**src/hw/rtl/assert_macros.svh**
```systemverilog
// assertion macros for the checksum core rtl
// no dependencies; included by files that carry concurrent assertions
`ifndef ASSERT_MACROS_SVH
`define ASSERT_MACROS_SVH
`ifndef NO_ASSERTIONS
// condition must hold at every clock edge out of reset
`define CKS_ASSERT_ALWAYS(label, clk, rst_n, cond) \
	label: assert property (@(posedge clk) disable iff (!rst_n) (cond)) \
		else $error("checksum core assertion failed");
// antecedent implies consequent in the same cycle or a later one
`define CKS_ASSERT_IMPL(label, clk, rst_n, ante, cons) \
	label: assert property (@(posedge clk) disable iff (!rst_n) (ante) |-> (cons)) \
		else $error("checksum core assertion failed");
`else
`define CKS_ASSERT_ALWAYS(label, clk, rst_n, cond)
`define CKS_ASSERT_IMPL(label, clk, rst_n, ante, cons)
`endif
`endif

```
**src/hw/rtl/cks_pkg.sv**
```systemverilog
// types, constants and ones'-complement helper for the checksum core
// no dependencies; used by every module of the core
package cks_pkg;

	localparam logic [15:0] WORD_MASK  = 16'hffff;
	localparam logic [15:0] HDR_LEN    = 16'd20;
	localparam logic [15:0] ADDR_START = 16'd12;
	localparam logic [15:0] ADDR_BYTES = 16'd8;
	localparam logic [15:0] ADDR_END   = ADDR_START + ADDR_BYTES;

	// one input item
	typedef struct packed {
		logic [7:0] data_byte;
		logic [7:0] upper_proto;
		logic       pkt_last;
	} cks_item_t;

	// packet totals handed to the finishing stage
	typedef struct packed {
		logic [15:0] header_sum;
		logic [15:0] upper_sum;
		logic [15:0] upper_len;
		logic [7:0]  upper_proto;
		logic        short_packet;
	} cks_fin_t;

	// ones'-complement add with end-around carry
	function automatic logic [15:0] oc_add(input logic [15:0] a, input logic [15:0] b);
		logic [16:0] s;
		logic [16:0] f;
		s = {1'b0, a} + {1'b0, b};
		f = {1'b0, s[15:0]} + {16'd0, s[16]};
		return f[15:0];
	endfunction

	// complement, keeping an all-zero sum at zero
	function automatic logic [15:0] oc_finish(input logic [15:0] sum);
		return (sum == 16'd0) ? 16'd0 : ~sum;
	endfunction

endpackage

```
**src/hw/rtl/cks_accum.sv**
```systemverilog
// per-byte accumulation stage: packet state, header and upper sums
// depends on cks_pkg; feeds the packet totals register to cks_final
module cks_accum (
	input  logic                clk,
	input  logic                arst_n,
	input  logic                s1_valid,
	input  cks_pkg::cks_item_t  s1_item,
	output logic                s1_take,
	output logic                s2_valid,
	output cks_pkg::cks_fin_t   s2_fin,
	input  logic                s2_take
);
	import cks_pkg::*;

	logic [15:0] header_sum_q;
	logic [15:0] upper_sum_q;
	logic [15:0] byte_count_q;
	logic [15:0] total_length_q;
	logic [7:0]  held_high_byte_q;
	logic        s2_valid_q;
	cks_fin_t    fin_s2;

	logic [15:0] end_old, end_new, tl_next, cnt_next, word, pos, acc;
	logic [15:0] hsum_next, usum_next;
	logic [7:0]  held_next;
	logic        in_range, add_data, add_pad, short_pkt, add_hdr, add_up, s2_free;

	// handshake between this stage and the totals register
	assign s2_free  = !s2_valid_q || s2_take;
	assign s1_take  = s1_valid && (!s1_item.pkt_last || s2_free);
	assign s2_valid = s2_valid_q;
	assign s2_fin   = fin_s2;

	// byte position decode and one word add per sum
	always_comb begin
		end_old   = (total_length_q < HDR_LEN) ? HDR_LEN : total_length_q;
		in_range  = byte_count_q < end_old;
		add_data  = in_range && byte_count_q[0];
		held_next = (in_range && !byte_count_q[0]) ? s1_item.data_byte : held_high_byte_q;
		tl_next   = (add_data && byte_count_q == 16'd3) ?
			{held_high_byte_q, s1_item.data_byte} : total_length_q;
		cnt_next  = (byte_count_q == WORD_MASK) ? byte_count_q : byte_count_q + 16'd1;
		end_new   = (tl_next < HDR_LEN) ? HDR_LEN : tl_next;
		short_pkt = cnt_next < end_new;
		acc       = short_pkt ? cnt_next : end_new;
		// a dangling high byte gets a zero low byte at packet end
		add_pad   = s1_item.pkt_last && acc[0];
		word      = add_data ? {held_high_byte_q, s1_item.data_byte} : {held_next, 8'h00};
		pos       = add_data ? (byte_count_q - 16'd1) : (acc - 16'd1);
		add_hdr   = (add_data || add_pad) && (pos < HDR_LEN);
		add_up    = (add_data || add_pad) &&
			((pos >= HDR_LEN) || (pos >= ADDR_START && pos < ADDR_END));
		hsum_next = add_hdr ? oc_add(header_sum_q, word) : header_sum_q;
		usum_next = add_up ? oc_add(upper_sum_q, word) : upper_sum_q;
	end

	// packet state; cleared after the last byte
	always_ff @(posedge clk or negedge arst_n) begin
		if (!arst_n) begin
			header_sum_q     <= '0;
			upper_sum_q      <= '0;
			byte_count_q     <= '0;
			total_length_q   <= '0;
			held_high_byte_q <= '0;
		end else if (s1_take) begin
			if (s1_item.pkt_last) begin
				header_sum_q     <= '0;
				upper_sum_q      <= '0;
				byte_count_q     <= '0;
				total_length_q   <= '0;
				held_high_byte_q <= '0;
			end else begin
				header_sum_q     <= hsum_next;
				upper_sum_q      <= usum_next;
				byte_count_q     <= cnt_next;
				total_length_q   <= tl_next;
				held_high_byte_q <= held_next;
			end
		end
	end

	// packet totals register
	always_ff @(posedge clk or negedge arst_n) begin
		if (!arst_n) begin
			s2_valid_q <= 1'b0;
		end else if (s2_free) begin
			s2_valid_q <= s1_valid && s1_item.pkt_last;
		end
	end

	always_ff @(posedge clk) begin
		if (s2_free && s1_valid && s1_item.pkt_last) begin
			fin_s2.header_sum   <= hsum_next;
			fin_s2.upper_sum    <= usum_next;
			fin_s2.upper_len    <= tl_next - HDR_LEN;
			fin_s2.upper_proto  <= s1_item.upper_proto;
			fin_s2.short_packet <= short_pkt;
		end
	end

endmodule

```
**src/hw/rtl/cks_final.sv**
```systemverilog
// finishing stage: pseudo-header length and protocol, complement, result register
// depends on cks_pkg; takes packet totals from cks_accum
module cks_final (
	input  logic               clk,
	input  logic               arst_n,
	input  logic               s2_valid,
	input  cks_pkg::cks_fin_t  s2_fin,
	output logic               s2_take,
	output logic               out_valid,
	input  logic               out_ready,
	output logic [15:0]        ip_checksum,
	output logic [15:0]        upper_checksum,
	output logic               short_packet
);
	import cks_pkg::*;

	logic        out_valid_q;
	logic [15:0] ip_checksum_q;
	logic [15:0] upper_checksum_q;
	logic        short_packet_q;
	logic [15:0] usum_len, usum_all;

	assign s2_take        = !out_valid_q || out_ready;
	assign out_valid      = out_valid_q;
	assign ip_checksum    = ip_checksum_q;
	assign upper_checksum = upper_checksum_q;
	assign short_packet   = short_packet_q;

	// pseudo-header upper length and protocol
	always_comb begin
		usum_len = oc_add(s2_fin.upper_sum, s2_fin.upper_len);
		usum_all = oc_add(usum_len, {8'h00, s2_fin.upper_proto});
	end

	// result register
	always_ff @(posedge clk or negedge arst_n) begin
		if (!arst_n) begin
			out_valid_q <= 1'b0;
		end else if (s2_take) begin
			out_valid_q <= s2_valid;
		end
	end

	always_ff @(posedge clk) begin
		if (s2_take && s2_valid) begin
			ip_checksum_q    <= oc_finish(s2_fin.header_sum);
			upper_checksum_q <= oc_finish(usum_all);
			short_packet_q   <= s2_fin.short_packet;
		end
	end

endmodule

```
**src/hw/rtl/ipv4_tcp_udp_checksum_core.sv**
```systemverilog
// top level of the ipv4 header and tcp/udp checksum core
// depends on cks_pkg, cks_accum, cks_final and assert_macros.svh
//
// Takes an IPv4 packet one byte per item, IP header first, checksum fields
// zeroed, and on the item marked last gives the IP header checksum and the
// TCP/UDP checksum (pseudo-header included) as big-endian words, plus a flag
// when the stream ended before the IP total length. Bytes past the total
// length are ignored; upper_proto is sampled on the last byte. One byte is
// accepted every cycle while in_ready is high; the last byte passes from the
// input register through the accumulation stage (one ones'-complement adder
// per sum) into the totals register, then through the finishing stage (the
// pseudo-header adds) into the result register. Ready drops only when a
// last byte meets a full totals register and a stalled result.
`include "assert_macros.svh"
module ipv4_tcp_udp_checksum_core (
	input  logic        clk,
	input  logic        arst_n,
	input  logic        in_valid,
	output logic        in_ready,
	input  logic [7:0]  data_byte,
	input  logic [7:0]  upper_proto,
	input  logic        pkt_last,
	output logic        out_valid,
	input  logic        out_ready,
	output logic [15:0] ip_checksum,
	output logic [15:0] upper_checksum,
	output logic        short_packet
);
	import cks_pkg::*;

	logic      s1_valid_q;
	cks_item_t item_s1;
	logic      s1_take;
	logic      s2_valid;
	cks_fin_t  s2_fin;
	logic      s2_take;

	// input register
	assign in_ready = !s1_valid_q || s1_take;

	always_ff @(posedge clk or negedge arst_n) begin
		if (!arst_n) begin
			s1_valid_q <= 1'b0;
		end else if (in_ready) begin
			s1_valid_q <= in_valid;
		end
	end

	always_ff @(posedge clk) begin
		if (in_ready && in_valid) begin
			item_s1.data_byte   <= data_byte;
			item_s1.upper_proto <= upper_proto;
			item_s1.pkt_last    <= pkt_last;
		end
	end

	cks_accum u_accum (
		.clk      (clk),
		.arst_n   (arst_n),
		.s1_valid (s1_valid_q),
		.s1_item  (item_s1),
		.s1_take  (s1_take),
		.s2_valid (s2_valid),
		.s2_fin   (s2_fin),
		.s2_take  (s2_take)
	);

	cks_final u_final (
		.clk            (clk),
		.arst_n         (arst_n),
		.s2_valid       (s2_valid),
		.s2_fin         (s2_fin),
		.s2_take        (s2_take),
		.out_valid      (out_valid),
		.out_ready      (out_ready),
		.ip_checksum    (ip_checksum),
		.upper_checksum (upper_checksum),
		.short_packet   (short_packet)
	);

	// a last byte leaving the input register fills the totals register
	`CKS_ASSERT_IMPL(a_last_fills_s2, clk, arst_n, s1_take && item_s1.pkt_last, ##1 s2_valid)
	// a new result only follows packet totals
	`CKS_ASSERT_IMPL(a_out_from_s2, clk, arst_n, $rose(out_valid), $past(s2_valid))
	// stalling input only with an item held in the input register
	`CKS_ASSERT_IMPL(a_stall_has_item, clk, arst_n, !in_ready, s1_valid_q && s2_valid)

endmodule
```
**config.mk**
```make
export PLATFORM = sky130hd
export DESIGN_NAME = ipv4_tcp_udp_checksum_core
export DESIGN_NICKNAME = d
export VERILOG_FILES = /design/src/hw/rtl/cks_pkg.sv /design/src/hw/rtl/cks_accum.sv /design/src/hw/rtl/cks_final.sv /design/src/hw/rtl/ipv4_tcp_udp_checksum_core.sv
export VERILOG_INCLUDE_DIRS = /design/src /design/src/hw/rtl
export SDC_FILE = /design/constraint.sdc
export NUM_CORES = 1
export LEC_CHECK = 0
export ABC_AREA = 1
export BUFFER_PORTS_ARGS = -buffer_cell sky130_fd_sc_hd__buf_2
export CORE_MARGIN = 5
export CORE_UTILIZATION = 65
export CTS_BUF_LIST = sky130_fd_sc_hd__clkbuf_2
export DETAILED_ROUTE_END_ITERATION = 16
export GPL_TIMING_DRIVEN = 0
export PLACE_DENSITY = 0.83
export SYNTH_ARGS = -nofsm -noshare
export SYNTH_HDL_FRONTEND = slang
export SYNTH_SLANG_ARGS = --single-unit
```
**constraint.sdc**
```tcl
create_clock -name clk -period 9.54 [get_ports clk]
set_clock_uncertainty 0.2 [all_clocks]
set_input_delay 1.431 -clock clk [delete_from_list [all_inputs] [get_ports clk]]
set_output_delay 1.431 -clock clk [all_outputs]
set_load 0.05 [all_outputs]
```
==> results by group <==
Global routing
  – Global-route wire length before repair: 52800 um
  – Initial antenna violation count: 1
  – Vias in the first global route: between 10k and 15k
  – GRT overflow: 0
  – GRT Overall Usage: 0.281
  – Pin count of the biggest net entering global routing: 68

Place
  – I/O Buffers: 55
  – RD Place Congestion: between 0.9 and 1
  – Post-DP HPWL: roughly 26000 um

Critical path
  – Setup CP Type: register to register
  – CP most frequent cell: nor2_1
  – Kind of end point of the critical path: register
  – Critical Path AT: approximately 9 ns
  – Max incr delay on CP: between 0.4 and 0.5 ns
  – CP max-delay cell: dfrtp_1
  – Crit Path Max Fanout: 10
  – Critical Path Source Type: register
  – Worst Path Required: approximately 10 ns

Yosys
  – Ys async rst share: 0.412
  – Sequential fraction of the synthesis area: 0.389
  – Post-synth EDFFs: roughly 110
  – Mapped Nets: between 1.5k and 2k
  – Synthesized area: around 13000 um2
  – Post-synthesis register bit count: between 150 and 200
  – Mean Syn Cell Area: roughly 8 um2
  – Mapped Cells: ~1.6k
  – Yosys warnings: 0
  – Main synth FF type: edfxtp_1
  – Synth unique cells: 50

Clocking
  – Clk slew on worst S/H paths: about 0.34 ns
  – Hold Buf Count CTS: 0
  – # clock sinks: approximately 180
  – CTS tree: done
  – Clock buffer depth: 2
  – Cts bufs inserted: 17
  – Clock root cell: clkbuf_2
  – Clk Latency, worst-skew pair: ~0.85 ns
  – H-tree depth: 4

Final layout
  – P&R area growth vs syn: 7.67%
  – Share of layout cells above drive strength 1: 0.0945
  – Nets: between 1.5k and 2k

Power
  – Maximum vdd drop: around 0.088 mV
  – Final Power: around 0.0031 W
  – Leakage: 6.81 nW
  – Pwr/cell area: roughly 220 nW/um2

Timing
  – Relative slew margins: 0.274
  – Worst-margin pin slew: 1.09 ns
  – Final hold slack: roughly 0.14 ns
  – Slew Viols, Final: 0
  – Final worst path period share: 0.910
  – FMAX: between 100 and 150 MHz
  – Minimum clock period: around 8.7 ns
  – Final setup fails: 0
  – Final Hold Vio Count: 0

Drt
  – Routed WL: approximately 32000 um
  – Drt drc: 0
  – Initial DRC Count: slightly above 900
  – Via count: 11.1k
  – Avg WL per Cell: ~16 um
  – Antenna viol nets, final: 0
  – DR vias/cell: 5.57
  – Drt pass-1 iters: 5

Outcome
  – Status: finished, final reports clean

Floorplan
  – Rows: 52
  – # IOs: 56
  – Die ar.: ~23000 um2
  – Die width: between 150 and 200 um
  – Chip height: 152 um
  – Core area: approximately 20000 um2
  – Initial core utilization: 0.653

Job
  – Max-cap violations: 0

Worst hold path
  – Hold Path Class: input port to async pin
==> kinds of logic after synthesis <==
kind of cell             after synthesis  share of synthesized area
AO/OA/AOI/OAI                        194                     0.0855
XOR/XNOR                             120                     0.0803
AND/OR/NAND/NOR                      762                      0.261
adder cells (fa/ha/maj)               99                     0.0970
flip-flops                           182                      0.389
multiplexers                           1                   0.000861
buffers and inverters                276                     0.0867
==> what timing repair did <==
action                                  CTS  global route
setup buffers                             0             2
endpoints found under the setup margin    3            15
resized for setup                         1             8
pin swaps                                 0             1
==> routing by layer <==
| layer | global-route usage | up-vias | share of wire |
|---|---|---|---|
| li1 | - | 5504 | - |
| met1 | 0.365 | 5167 | 0.42 |
| met2 | 0.478 | 368 | 0.48 |
| met3 | 0.0353 | 76 | 0.060 |
| met4 | 0.114 | 0 | 0.042 |
| met5 | 0 | - | 0 |
==> cells in the mapped netlist, drive strengths merged (4+ instances only) <==
cell,count,share of area
a211oi,4,0.0023
a21o,5,0.0029
a21oi,73,0.028
a22o,4,0.0027
and2,31,0.015
buf,20,0.013
clkbuf,17,0.0049
dfrtp,75,0.14
edfxtp,107,0.25
fa,4,0.0061
ha,95,0.091
inv,236,0.068
nand2,373,0.11
nand3,118,0.046
nand3b,10,0.0057
nand4,17,0.0086
nor2,167,0.052
nor3,22,0.0084
nor4,12,0.0069
o21ai,57,0.023
o21bai,18,0.010
o22ai,25,0.012
or2,4,0.0019
xnor2,33,0.022
xor2,87,0.058
==> sequential cells by signal, summed over array words and instances, names as in the netlist <==
name,count
u_final.short_packet,1
u_final.ip_checksum,16
u_accum.total_length_q,16
item_s1,17
u_accum.s2_valid,1
u_accum.header_sum_q,16
u_final.out_valid,1
u_final.upper_checksum,16
u_accum.s2_fin,57
u_accum.held_high_byte_q,8
u_accum.upper_sum_q,16
u_accum.byte_count_q,16
s1_valid_q,1
==> worst paths after layout <==
| path | start | endpoint | slack [ns] | cells after the start |
|---|---|---|---|---|
| min in group clk | item_s1[3] | u_accum.s2_fin[3] | 0.27 | 0 |
| hold / removal | arst_n | u_accum.upper_sum_q[8] | 0.14 | 1 |
| setup reg to reg | u_accum.total_length_q[12] | u_accum.s2_fin[56] | 0.86 | 47 |
| max in group asynchronous | arst_n | u_accum.byte_count_q[7] | 8.34 | 2 |
| setup / recovery | u_accum.total_length_q[12] | u_accum.s2_fin[56] | 0.86 | 47 |
| hold reg to reg | item_s1[3] | u_accum.s2_fin[3] | 0.27 | 0 |
==> layout by cell type, fill, tap and decap left out, types with 3 or more instances in the layout <==
cell type and n:
xor2_1 87, or2_2 3, fa_1 4, o22ai_1 25
clkbuf_1 16, buf_2 58, buf_6 8, nor3_1 21
o211ai_1 3, nand3_1 116, nor4_1 10, nand2_1 352
a211oi_1 4, o21ai_1 11, nor3b_1 3, a21o_1 5
inv_1 234, nand3b_1 10, clkinv_1 3, and2_1 31
buf_4 9, nor2_4 6, ha_1 95, a21oi_1 73
clkbuf_2 17, nand4_1 16, xnor2_1 33, a22o_1 4
o21ai_0 42, nor2_2 9, o21ai_2 4, clkinv_8 6
edfxtp_1 107, nand2_2 20, o21bai_1 18, dfrtp_1 75
inv_6 3, nor2_1 152, inv_8 3
==> through the flow <==
stage / util / setup TNS (ns) / setup slack (ns) / instances / area, um2
5_1_grt: 0.703 / -0.0433 / -0.0194 / 1996 / 14100
4_1_cts: 0.701 / 0 / 0.226 / 1993 / 14100
3_3_place_gp: 0.684 / 0 / 0.422 / 1959 / 13700
6_report: 0.703 / 0 / 0.860 / 1996 / 14100
3_5_place_dp: 0.686 / 0 / 0.0775 / 1961 / 13800
2_1_floorplan: - / 0 / 1.64 / 1634 / 13100
==> worst max-delay path, delay by kind of cell, from the launching register on <==
family,cells,cell delay [ns]
flops,1,0.48
compound gates,16,2.44
buf+inv,5,0.76
xor+xnor,1,0.15
fa+ha+maj,3,0.73
simple gates,22,3.70
==> cell type report <==
cell class / instances / area [um2]
well taps: 270 / 338
fillers: 1622 / 5950
flip-flops and latches: 182 / 5090
diodes: 1 / 2.50
multi-input cells: 1176 / 6890
clock buffers: 17 / 85.1
inverters: 239 / 897
repair buffers: 59 / 340
clock inverters: 15 / 204
plain buffers: 37 / 241
==> report_power, final <==
part | internal [W] | switching [W]
combinational | 0.000564 | 0.00102
sequential | 0.00101 | 0.0000767
clock | 0.000118 | 0.000336
No activity file was read; power rests on OpenSTA's default activity.
